===== config.mk =====
export PLATFORM = sky130hd
export DESIGN_NAME = sha1_byte_hasher
export DESIGN_NICKNAME = d
export VERILOG_FILES = /design/src/hw/rtl/shb_pkg.sv /design/src/hw/rtl/shb_front.sv /design/src/hw/rtl/shb_core.sv /design/src/hw/rtl/sha1_byte_hasher.sv
export SDC_FILE = /design/constraint.sdc
export NUM_CORES = 2
export LEC_CHECK = 0
export ABC_AREA = 1
export BUFFER_PORTS_ARGS = -buffer_cell sky130_fd_sc_hd__buf_2
export CELL_PAD_IN_SITES_DETAIL_PLACEMENT = 1
export CELL_PAD_IN_SITES_GLOBAL_PLACEMENT = 1
export CORE_MARGIN = 2
export CORE_UTILIZATION = 55
export CTS_BUF_LIST = sky130_fd_sc_hd__clkbuf_4
export DETAILED_ROUTE_END_ITERATION = 8
export GPL_ROUTABILITY_DRIVEN = 0
export PLACE_DENSITY_LB_ADDON = 0.1
export SYNTH_ARGS = -nofsm -noshare
export SYNTH_HDL_FRONTEND = slang
export SYNTH_SLANG_ARGS = --single-unit
export TNS_END_PERCENT = 5

===== constraint.sdc =====
create_clock -name clock -period 206 [get_ports clock]
set_input_delay 0 -clock clock [delete_from_list [all_inputs] [get_ports clock]]
set_output_delay 0 -clock clock [all_outputs]
set_load 0.05 [all_outputs]

===== src/hw/rtl/shb_pkg.sv =====
// Shared types, constants and command codes of the SHA-1 byte hasher.
// Depends on nothing; every other file of the block imports it.
package shb_pkg;

   // Request operation codes.
   localparam logic [1:0] OP_START  = 2'd0;
   localparam logic [1:0] OP_BYTE   = 2'd1;
   localparam logic [1:0] OP_FINISH = 2'd2;

   localparam int DigestWords = 5;

   // Initial hash values.
   localparam logic [31:0] INIT_HASH [DigestWords] = '{
      32'h67452301, 32'hEFCDAB89, 32'h98BADCFE, 32'h10325476, 32'hC3D2E1F0
   };

   // Round constants, one for each group of twenty rounds.
   localparam logic [31:0] K_0 = 32'h5A827999;
   localparam logic [31:0] K_1 = 32'h6ED9EBA1;
   localparam logic [31:0] K_2 = 32'h8F1BBCDC;
   localparam logic [31:0] K_3 = 32'hCA62C1D6;

   localparam logic [7:0] PAD_BYTE = 8'h80;

   typedef struct packed {
      logic [1:0] op;
      logic [7:0] data_byte;
   } req_type;

   typedef struct packed {
      logic        status;
      logic [31:0] digest_word;
      logic [2:0]  word_index;
      logic        last;
   } rsp_type;

   // Classified command handed from the front end to the hash core.
   typedef enum logic [1:0] {
      CMD_START,
      CMD_BYTE,
      CMD_FINISH,
      CMD_BAD
   } cmd_kind_type;

   typedef struct packed {
      cmd_kind_type kind;
      logic [7:0]   data;
   } cmd_type;

endpackage


===== src/hw/rtl/shb_front.sv =====
// Front end of the SHA-1 byte hasher: classifies request items and holds
// them in a two-entry command queue for the hash core. Uses shb_pkg.
module shb_front import shb_pkg::*; (
   input  logic    clock,
   input  logic    reset,
   input  logic    req_push,
   input  req_type req_data,
   output logic    req_full,
   output logic    cmd_valid,
   output cmd_type cmd,
   input  logic    cmd_pop
);

   cmd_type    q_ff [2];
   logic       wr_ff;
   logic       rd_ff;
   logic [1:0] cnt_ff;
   cmd_type    cls_in;
   logic       push_ok;
   logic       pop_ok;

   // Map the operation code onto a command kind.
   always_comb begin
      cls_in.data = req_data.data_byte;
      case (req_data.op)
         OP_START:  cls_in.kind = CMD_START;
         OP_BYTE:   cls_in.kind = CMD_BYTE;
         OP_FINISH: cls_in.kind = CMD_FINISH;
         default:   cls_in.kind = CMD_BAD;
      endcase
   end

   assign req_full  = (cnt_ff == 2'd2);
   assign cmd_valid = (cnt_ff != 2'd0);
   assign cmd       = q_ff[rd_ff];
   assign push_ok   = req_push && !req_full;
   assign pop_ok    = cmd_pop && cmd_valid;

   // Queue storage.
   always_ff @(posedge clock) begin
      if (push_ok) begin
         q_ff[wr_ff] <= cls_in;
      end
   end

   // Queue pointers and fill count.
   always_ff @(posedge clock) begin
      if (reset) begin
         wr_ff  <= 1'b0;
         rd_ff  <= 1'b0;
         cnt_ff <= 2'd0;
      end else begin
         if (push_ok) begin
            wr_ff <= ~wr_ff;
         end
         if (pop_ok) begin
            rd_ff <= ~rd_ff;
         end
         if (push_ok && !pop_ok) begin
            cnt_ff <= cnt_ff + 2'd1;
         end else if (pop_ok && !push_ok) begin
            cnt_ff <= cnt_ff - 2'd1;
         end
      end
   end

endmodule


===== src/hw/rtl/shb_core.sv =====
// Hash core of the SHA-1 byte hasher: block buffer, padding sequencer,
// one round per cycle compression and result register. Uses shb_pkg.
module shb_core import shb_pkg::*; (
   input  logic    clock,
   input  logic    reset,
   input  logic    cmd_valid,
   input  cmd_type cmd,
   output logic    cmd_pop,
   output logic    rsp_empty,
   output rsp_type rsp_data,
   input  logic    rsp_pop
);

   typedef enum logic [2:0] {
      S_IDLE,
      S_PAD,
      S_ROUND,
      S_ADD,
      S_EMIT
   } state_type;

   typedef enum logic [1:0] {
      RET_EMIT,
      RET_PAD,
      RET_DIGEST
   } ret_type;

   state_type    state_ff;
   ret_type      ret_ff;
   logic [6:0]   rnd_ff;
   logic [5:0]   idx_ff;
   logic [63:0]  len_ff;
   logic         comp_ff;
   logic         corr_ff;
   logic [31:0]  h_ff [DigestWords];
   logic [31:0]  wv_ff [DigestWords];
   logic [511:0] blk_ff;
   logic         first_ff;
   logic         lenph_ff;
   logic         dig_ff;
   logic         st_ff;
   logic [2:0]   cnt_ff;
   logic         rsp_valid_ff;
   rsp_type      rsp_ff;

   logic [63:0]  len_in;
   logic [31:0]  f_in;
   logic [31:0]  k_in;
   logic [31:0]  tmp_in;
   logic [31:0]  sched_in;
   logic [31:0]  x_in;
   logic         slot_free;

   assign len_in    = len_ff + 64'd8;
   assign slot_free = !rsp_valid_ff || rsp_pop;
   assign cmd_pop   = (state_ff == S_IDLE) && cmd_valid;
   assign rsp_empty = !rsp_valid_ff;
   assign rsp_data  = rsp_ff;

   // Round function and round constant by round group.
   always_comb begin
      if (rnd_ff < 7'd20) begin
         f_in = (wv_ff[1] & wv_ff[2]) | (~wv_ff[1] & wv_ff[3]);
         k_in = K_0;
      end else if (rnd_ff < 7'd40) begin
         f_in = wv_ff[1] ^ wv_ff[2] ^ wv_ff[3];
         k_in = K_1;
      end else if (rnd_ff < 7'd60) begin
         f_in = (wv_ff[1] & wv_ff[2]) | (wv_ff[1] & wv_ff[3]) | (wv_ff[2] & wv_ff[3]);
         k_in = K_2;
      end else begin
         f_in = wv_ff[1] ^ wv_ff[2] ^ wv_ff[3];
         k_in = K_3;
      end
      tmp_in = {wv_ff[0][26:0], wv_ff[0][31:27]} + f_in + wv_ff[4]
               + blk_ff[511:480] + k_in;
      // The block buffer doubles as the message schedule window.
      x_in     = blk_ff[95:64] ^ blk_ff[255:224] ^ blk_ff[447:416] ^ blk_ff[511:480];
      sched_in = {x_in[30:0], x_in[31]};
   end

   // Sequencer, state, and result register.
   always_ff @(posedge clock) begin
      if (reset) begin
         state_ff     <= S_IDLE;
         rsp_valid_ff <= 1'b0;
         idx_ff       <= 6'd0;
         len_ff       <= 64'd0;
         comp_ff      <= 1'b0;
         corr_ff      <= 1'b0;
         for (int i = 0; i < DigestWords; i++) begin
            h_ff[i] <= INIT_HASH[i];
         end
      end else begin
         // A new item fills the result slot; otherwise a pop empties it.
         if (state_ff == S_EMIT && slot_free) begin
            rsp_valid_ff <= 1'b1;
         end else if (rsp_pop && rsp_valid_ff) begin
            rsp_valid_ff <= 1'b0;
         end
         case (state_ff)
            S_IDLE: begin
               if (cmd_valid) begin
                  dig_ff   <= 1'b0;
                  st_ff    <= 1'b1;
                  cnt_ff   <= 3'd0;
                  state_ff <= S_EMIT;
                  case (cmd.kind)
                     CMD_START: begin
                        for (int i = 0; i < DigestWords; i++) begin
                           h_ff[i] <= INIT_HASH[i];
                        end
                        idx_ff  <= 6'd0;
                        len_ff  <= 64'd0;
                        comp_ff <= 1'b0;
                        corr_ff <= 1'b0;
                        st_ff   <= 1'b0;
                     end
                     CMD_BYTE: begin
                        if (comp_ff) begin
                           corr_ff <= 1'b1;
                        end else if (!corr_ff) begin
                           st_ff  <= 1'b0;
                           blk_ff <= {blk_ff[503:0], cmd.data};
                           idx_ff <= idx_ff + 6'd1;
                           len_ff <= len_in;
                           if (len_in == 64'd0) begin
                              corr_ff <= 1'b1;
                           end
                           if (idx_ff == 6'd63) begin
                              ret_ff   <= RET_EMIT;
                              rnd_ff   <= 7'd0;
                              wv_ff    <= h_ff;
                              state_ff <= S_ROUND;
                           end
                        end
                     end
                     CMD_FINISH: begin
                        if (!corr_ff) begin
                           if (comp_ff) begin
                              dig_ff <= 1'b1;
                              st_ff  <= 1'b0;
                           end else begin
                              first_ff <= 1'b1;
                              lenph_ff <= 1'b0;
                              state_ff <= S_PAD;
                           end
                        end
                     end
                     default: begin
                        st_ff <= 1'b1;
                     end
                  endcase
               end
            end
            S_PAD: begin
               // One padding byte per cycle, none at the step into the length: marker, zeros, then the length.
               if (!first_ff && !lenph_ff && idx_ff == 6'd56) begin
                  lenph_ff <= 1'b1;
               end else begin
                  first_ff <= 1'b0;
                  idx_ff   <= idx_ff + 6'd1;
                  if (first_ff) begin
                     blk_ff <= {blk_ff[503:0], PAD_BYTE};
                  end else if (lenph_ff) begin
                     blk_ff <= {blk_ff[503:0], len_ff[63:56]};
                     len_ff <= {len_ff[55:0], 8'd0};
                  end else begin
                     blk_ff <= {blk_ff[503:0], 8'd0};
                  end
                  if (idx_ff == 6'd63) begin
                     ret_ff   <= (lenph_ff && !first_ff) ? RET_DIGEST : RET_PAD;
                     rnd_ff   <= 7'd0;
                     wv_ff    <= h_ff;
                     state_ff <= S_ROUND;
                  end
               end
            end
            S_ROUND: begin
               wv_ff[4] <= wv_ff[3];
               wv_ff[3] <= wv_ff[2];
               wv_ff[2] <= {wv_ff[1][1:0], wv_ff[1][31:2]};
               wv_ff[1] <= wv_ff[0];
               wv_ff[0] <= tmp_in;
               blk_ff   <= {blk_ff[479:0], sched_in};
               rnd_ff   <= rnd_ff + 7'd1;
               if (rnd_ff == 7'd79) begin
                  state_ff <= S_ADD;
               end
            end
            S_ADD: begin
               for (int i = 0; i < DigestWords; i++) begin
                  h_ff[i] <= h_ff[i] + wv_ff[i];
               end
               case (ret_ff)
                  RET_PAD: begin
                     state_ff <= S_PAD;
                  end
                  RET_DIGEST: begin
                     comp_ff  <= 1'b1;
                     dig_ff   <= 1'b1;
                     st_ff    <= 1'b0;
                     cnt_ff   <= 3'd0;
                     state_ff <= S_EMIT;
                  end
                  default: begin
                     state_ff <= S_EMIT;
                  end
               endcase
            end
            S_EMIT: begin
               if (slot_free) begin
                  if (dig_ff) begin
                     rsp_ff.status      <= 1'b0;
                     rsp_ff.digest_word <= h_ff[cnt_ff];
                     rsp_ff.word_index  <= cnt_ff;
                     rsp_ff.last        <= (cnt_ff == 3'd4);
                  end else begin
                     rsp_ff.status      <= st_ff;
                     rsp_ff.digest_word <= 32'd0;
                     rsp_ff.word_index  <= 3'd0;
                     rsp_ff.last        <= 1'b1;
                  end
                  if (!dig_ff || cnt_ff == 3'd4) begin
                     state_ff <= S_IDLE;
                  end else begin
                     cnt_ff <= cnt_ff + 3'd1;
                  end
               end
            end
            default: begin
               state_ff <= S_IDLE;
            end
         endcase
      end
   end

   // The round counter stays within the eighty rounds of a block.
   a_round_range: assert property (@(posedge clock) disable iff (reset)
      state_ff == S_ROUND |-> rnd_ff < 7'd80)
      else $error("round counter out of range");

   // Only digest words may be followed by further items of the same input.
   a_nonlast_ok: assert property (@(posedge clock) disable iff (reset)
      rsp_valid_ff && !rsp_ff.last |-> !rsp_ff.status)
      else $error("error item not marked last");

   // The fifth digest word closes the group.
   a_last_word: assert property (@(posedge clock) disable iff (reset)
      rsp_valid_ff && rsp_ff.word_index == 3'd4 |-> rsp_ff.last)
      else $error("final digest word not marked last");

   // A waiting result is never overwritten before it is taken.
   a_no_overwrite: assert property (@(posedge clock) disable iff (reset)
      rsp_valid_ff && !rsp_pop |=> $stable(rsp_ff))
      else $error("result overwritten while waiting");

endmodule


===== src/hw/rtl/sha1_byte_hasher.sv =====
// Top level of the SHA-1 byte hasher: front end queue and hash core.
// Depends on shb_pkg, shb_front and shb_core.
//
//   Channel  Ports                          Direction
//   request  req_push, req_data, req_full   in  (op, data_byte)
//   result   rsp_pop, rsp_data, rsp_empty   out (status, word, index, last)
//
// A start, an error or a byte that does not fill a block passes the idle
// and emit states of the core; the 64th byte of a block adds the eighty
// rounds and the final add. A first finish pads one byte per cycle, none
// as the length begins, runs one or two compressions, then gives five
// items, one per cycle while the result register is free. Reset is
// synchronous and restores the initial hash state. A two-entry queue lets
// requests arrive while the core works or the result register waits.
module sha1_byte_hasher import shb_pkg::*; (
   input  logic    clock,
   input  logic    reset,
   input  logic    req_push,
   input  req_type req_data,
   output logic    req_full,
   output logic    rsp_empty,
   output rsp_type rsp_data,
   input  logic    rsp_pop
);

   logic    cmd_valid;
   cmd_type cmd;
   logic    cmd_pop;

   // Classification and command queue.
   shb_front u_front (
      .clock     (clock),
      .reset     (reset),
      .req_push  (req_push),
      .req_data  (req_data),
      .req_full  (req_full),
      .cmd_valid (cmd_valid),
      .cmd       (cmd),
      .cmd_pop   (cmd_pop)
   );

   // Hashing and results.
   shb_core u_core (
      .clock     (clock),
      .reset     (reset),
      .cmd_valid (cmd_valid),
      .cmd       (cmd),
      .cmd_pop   (cmd_pop),
      .rsp_empty (rsp_empty),
      .rsp_data  (rsp_data),
      .rsp_pop   (rsp_pop)
   );

endmodule


# == Word-level counts from Yosys, hierarchy flattened ==
# Memory sizes are Yosys's and may differ from the RTL's. A register that Yosys moved wholly into a read port is not among the register bits.
# Cells that the tools add are included.
# Widths: inputs -> output; s select.
# op_classes
n_eq_ne,35
order_cmp,4
add_sub_neg,15
n_reduce_logical,44
bitwise_logic,17
n_mux,118
# op_table
op,n
$mux 512,5
$pmux 512 s3,1
$mux 160,8
$pmux 160 s3,1
$mux 64,6
$pmux 160 s2,1
$add 32x32->32,9
$pmux 64 s2,2
$mux 32,7
$xor 32x32->32,5
$and 32x32->32,4
$bmux 32 s3,1
$or 32x32->32,3
$add 64x4->64 const B,1
$logic_not 64->1,1
$mux 3,16
$mux 7,6
$mux 1,32
$not 32->32,1
$mux 31,1
$mux 6,4
$pmux 6 s2,2
$ne 2x2->1 const B,11
$pmux 7 s3,1
41 further kinds,104
# totals
in_bits,14
ram_bits,20
memories,1
ff_bits,965
# memory_table
name,depth,width,rd,rd_clocked_by_memory_dff,write_ports,line,text
u_front.q_ff,2,10,1,1,1,shb_front.sv:14,cmd_type q_ff [2];

# == Logic depth before layout (Yosys ltp) ==
# logic_depth
ltp_word,11
depth_mapped,30

# == By module ==
# From an unflattened synthesis, not the netlist that was laid out.
# hier_totals
hier_cells,6997
hier_area_um2,58337.2
# by_module_without_submodules
module,area_per_inst_um2,seq_area_each_um2,instances,cells_per_inst
shb_core,57360.0,26435.4,1,6927
shb_front,977.2,700.7,1,70

# == Worst setup path after synthesis ==
# No wires, ideal clock.
# synth_timing
kind,register to register
from,reg (tool-made name)
to,reg u_core.rnd_ff[0] (enable)
path_slack_ns,109.510
path_stages_with_launch,8
arrival_time_ns,95.541
n_path_buf,1
setup_ns,0.949
period_less_slack_ns,96.490
path_cell_list,dfxtp_1 buf_1 o21ai_0 inv_1 ha_1 o21ai_0 a2111oi_0 a21boi_0
# synth_lines
item,line,text
end signal: assignment,shb_core.sv:186,rnd_ff <= rnd_ff + 7'd1;
end: declaration,shb_core.sv:30,logic [6:0] rnd_ff;

# == Worst setup path after layout ==
# layout_timing
from,reg u_core.rnd_ff[4]
to,"reg u_core.wv_ff[157] (netlist bit), data pin"
# layout_between
elab_chain_len,9
# layout_rtl
item,line,text
$lt 7x6->1,shb_core.sv:68,end else if (rnd_ff < 7'd60) begin
$mux 32,shb_core.sv:68,
$mux 32,shb_core.sv:65,end else if (rnd_ff < 7'd40) begin
$mux 32,shb_core.sv:62,if (rnd_ff < 7'd20) begin
$add 32x32->32 (2 in series),shb_core.sv:75,"tmp_in = {wv_ff[0][26:0], wv_ff[0][31:27]} + f_in + wv_ff[4]"
$add 32x32->32,shb_core.sv:76,+ blk_ff[511:480] + k_in;
$add 32x32->32 *,shb_core.sv:76,
$pmux 160 s3 *,shb_core.sv:101,case (state_ff)
end: declaration,shb_core.sv:36,logic [31:0] wv_ff [DigestWords];
# Every way passes the cells marked *; elsewhere a longest branch is shown, timed or not.
# A chain may end at the register's enable or synchronous reset.

==> out/metrics.yaml <==
power_and_ir_drop:
  ir_worst_vdd_mv: 0.00896
  power_density_nw_per_um2: 9.96
  p_leak_uw: 0.0261
global_routing:
  gr-usage-all-layers_pct: 40.4
  grt_first_pass_wirelength_um: 335000
  grt-ovfl-total: 0
  antenna_found_initial: 6
  grt_pass1_vias: 56482
  grt_max_degree: 270
routing:
  initialDrtViolationCount: 5100
  drc: 0
  wl_per_cell_um: 25.2
  postRouteAntennaNets: 0
  first_pass_iters: 6
  via_per_inst: 6.18
  vias: 53974
  wl_um: 220000
logic_synthesis:
  synth_cells: 7013
  synth-simple-area-share_pct: 17.2
  synth_edf_count: 745
  synth_nets: 7381
  synth_area_um2: 58400
  syn_area_per_cell_um2: 8.32
  synth_fa_ha_area_share_pct: 9.18
  synth_cell_types: 52
  ys_warn_count: 0
  ys_ff_latch: 983
  synth_compound_area_share_pct: 17.2
  ys.flop_type: "edfxtp_1"
  synth_area_leaders: "edfxtp_1 38%, nand2_1 11%, o21ai_0 8.7%"
  seq_area_frac_synth_pct: 46.5
  synthMuxAreaShare_pct: 0.152
  synth-xor-area-share_pct: 2.40
  yosysTopAreaCell: "edfxtp_1"
  synthArstFlopShare_pct: 0
  synth_top_family_by_area: "compound AO/OA/AOI/OAI gates"
  yosys.area.top_type_share_pct: 38.3
run_status:
  outcome: "complete, no violations"
sta:
  slew_headroom_pct: 8.48
  tightest_slew_ns: 1.37
  setup_viol: 0
  slew_violations: 0
  skew_ns: 0.131
  max_freq_mhz: 153
  grt_setup_unrepaired: "false"
  post-route-min-period_ns: 6.53
  finalSetupTns_ns: 0
  fin_crit_sh_pct: 3.17
  holdWs_ns: 0.113
  hold_viol: 0
clocking:
  numCtsBuffers: 294
  clock_path_buffers: 4
  cts_sinks: 983
  cts_setup_buffers: 0
  clk_pin_slew_ns: 0.07
  clkLatencyLatePin_ns: 1.29
  h-tree-depth: 5
  post_cts_resize_count: 0
  clock-root-buffer: "clkbuf_4"
  tritoncts: "built"
layout:
  drive_gt1_share_pct: 8.45
  fin_nets: 7514
  layout_commonest_cell: "nand2_1"
  instances_no_fill: 8738
  fin_util_pct: 60.5
  syn2layout_area_growth_pct: 9.10
  layout_common_cells: "1748 x nand2_1, 1012 x o21ai_0, 845 x inv_1, 745 x edfxtp_1, 573 x a21oi_1"
placed_design:
  placedCellCount: 8211
  portBuffers: 52
  dp_hpwl_um: 153000
worst_setup_path:
  critPathMaxFanout: 36
  arrival_ns: 7.54
  end_kind: "register"
  criticalPathCategory: "register to register"
  critical_path_required_ns: 207.01
  start_kind: "register"
  cpPeakStageDelay_ns: 0.50
  slowest_stage: "o21ai_0"
floorplan:
  die_area_um2: 109000
  fp.dieH_um: 330
  core_area_um2: 105000
  start_util_pct: 55.4
  fp-row-count: 119
  io-pin-count: 53
  die_w_um: 330
job:
  drv_cap: 0
worst_hold_path:
  holdCritPathClass: "input port to register"
-- area by class of cell --
class | instances | area (um2)
fillers | 12767 | 41600
flip-flops and latches | 983 | 27100
well taps | 1391 | 1740
clock buffers | 441 | 3310
multi-input cells | 4887 | 27000
clock inverters | 46 | 289
inverters | 856 | 3220
diodes | 10 | 25.0
repair buffers | 124 | 972
-- kinds of logic (layout without fill, tap and decap cells) --
| logic type | count (synthesis) | count (layout) |
|---|---|---|
| AND/OR/NAND/NOR | 2509 | 2509 |
| flip-flops | 983 | 983 |
| XOR/XNOR | 160 | 160 |
| multiplexers | 8 | 8 |
| adder cells (fa/ha/maj) | 354 | 354 |
| other | 0 | 10 |
| buffers and inverters | 1143 | 1467 |
| AO/OA/AOI/OAI | 1856 | 1856 |
-- what timing repair did --
item | in CTS | in global routing
endpoints found under the setup margin | 0 | 0
hold buffers | 29 | 0
hold endpoints to repair | 271 | 0
-- path summary, 6_finish.rpt --
kind                                  startpoint                            to  slack (ns)  cells after the start
setup / recovery  u_core.rnd_ff[4]$_SDFFCE_PN0P_   u_core.wv_ff[157]$_DFFE_PP_      199.47                     26
hold / removal                       req_data[1]  u_front.q_ff[0][1]$_DFFE_PP_        0.11                      3
setup reg to reg  u_core.rnd_ff[4]$_SDFFCE_PN0P_   u_core.wv_ff[157]$_DFFE_PP_      199.47                     26
hold reg to reg       u_front.rd_ff$_SDFFE_PP0P_                      register        0.44                      1
-- through the flow --
step                      total power, uW  cell area [um2]  worst slack (ns)
final                                 634            63700            199.47
after CTS                             627            63600            199.58
after global placement                426            59700            199.85
after detailed placement              434            59700            199.60
after floorplan                       453            58400            109.51
after global routing                  662            63700            198.97
-- sequential cells by signal, indices dropped and copies added (netlist names), named ones only --
| name | flops |
|---|---|
| u_front.wr_ff | 1 |
| u_core.lenph_ff | 1 |
| u_core.rsp_valid_ff | 1 |
| u_front.cnt_ff | 2 |
| u_core.blk_ff | 512 |
| u_core.ret_ff | 2 |
| u_core.wv_ff | 160 |
| u_core.first_ff | 1 |
| u_core.h_ff | 160 |
| u_core.len_ff | 61 |
| u_core.cnt_ff | 3 |
| u_core.idx_ff | 6 |
| u_core.state_ff | 3 |
| u_core.corr_ff | 1 |
| u_front.rd_ff | 1 |
| u_core.st_ff | 1 |
| u_core.comp_ff | 1 |
| u_core.rsp_data | 37 |
| u_core.dig_ff | 1 |
| u_core.rnd_ff | 7 |
| u_front.q_ff | 20 |
-- Yosys cell counts (106+ instances only) --
cell type	number
nand2_1	1749
o21ai_0	1013
inv_1	848
edfxtp_1	745
a21oi_1	573
nor2_1	411
clkbuf_1	250
dfxtp_1	238
ha_1	230
nand3_1	194
fa_1	124
xor2_1	106
-- layer usage --
layer | wire length [um] | global-route usage (%) | vias to the layer above
met2 | 103000 | 65.4 | 2547
met1 | 81200 | 46.9 | 26433
met3 | 17600 | 9.18 | 959
li1 | - | - | 24031
met4 | 19000 | 30.7 | 4
met5 | 25 | 0 | -
-- report_power, final --
group | switching [uW] | internal [uW] | total, uW
combinational | 121 | 45.5 | 167
sequential | 21.7 | 252 | 273
clock | 92.0 | 102 | 194
total | 235 | 399 | 634
-- critical path: cells and delay by family, from the launching register on --
family          cells  cell delay, ns
compound gates      7            1.55
fa+ha+maj           5            1.89
buf+inv             6            0.91
flops               1            0.47
simple gates        8            1.45
(Power assumes the default switching activity.)
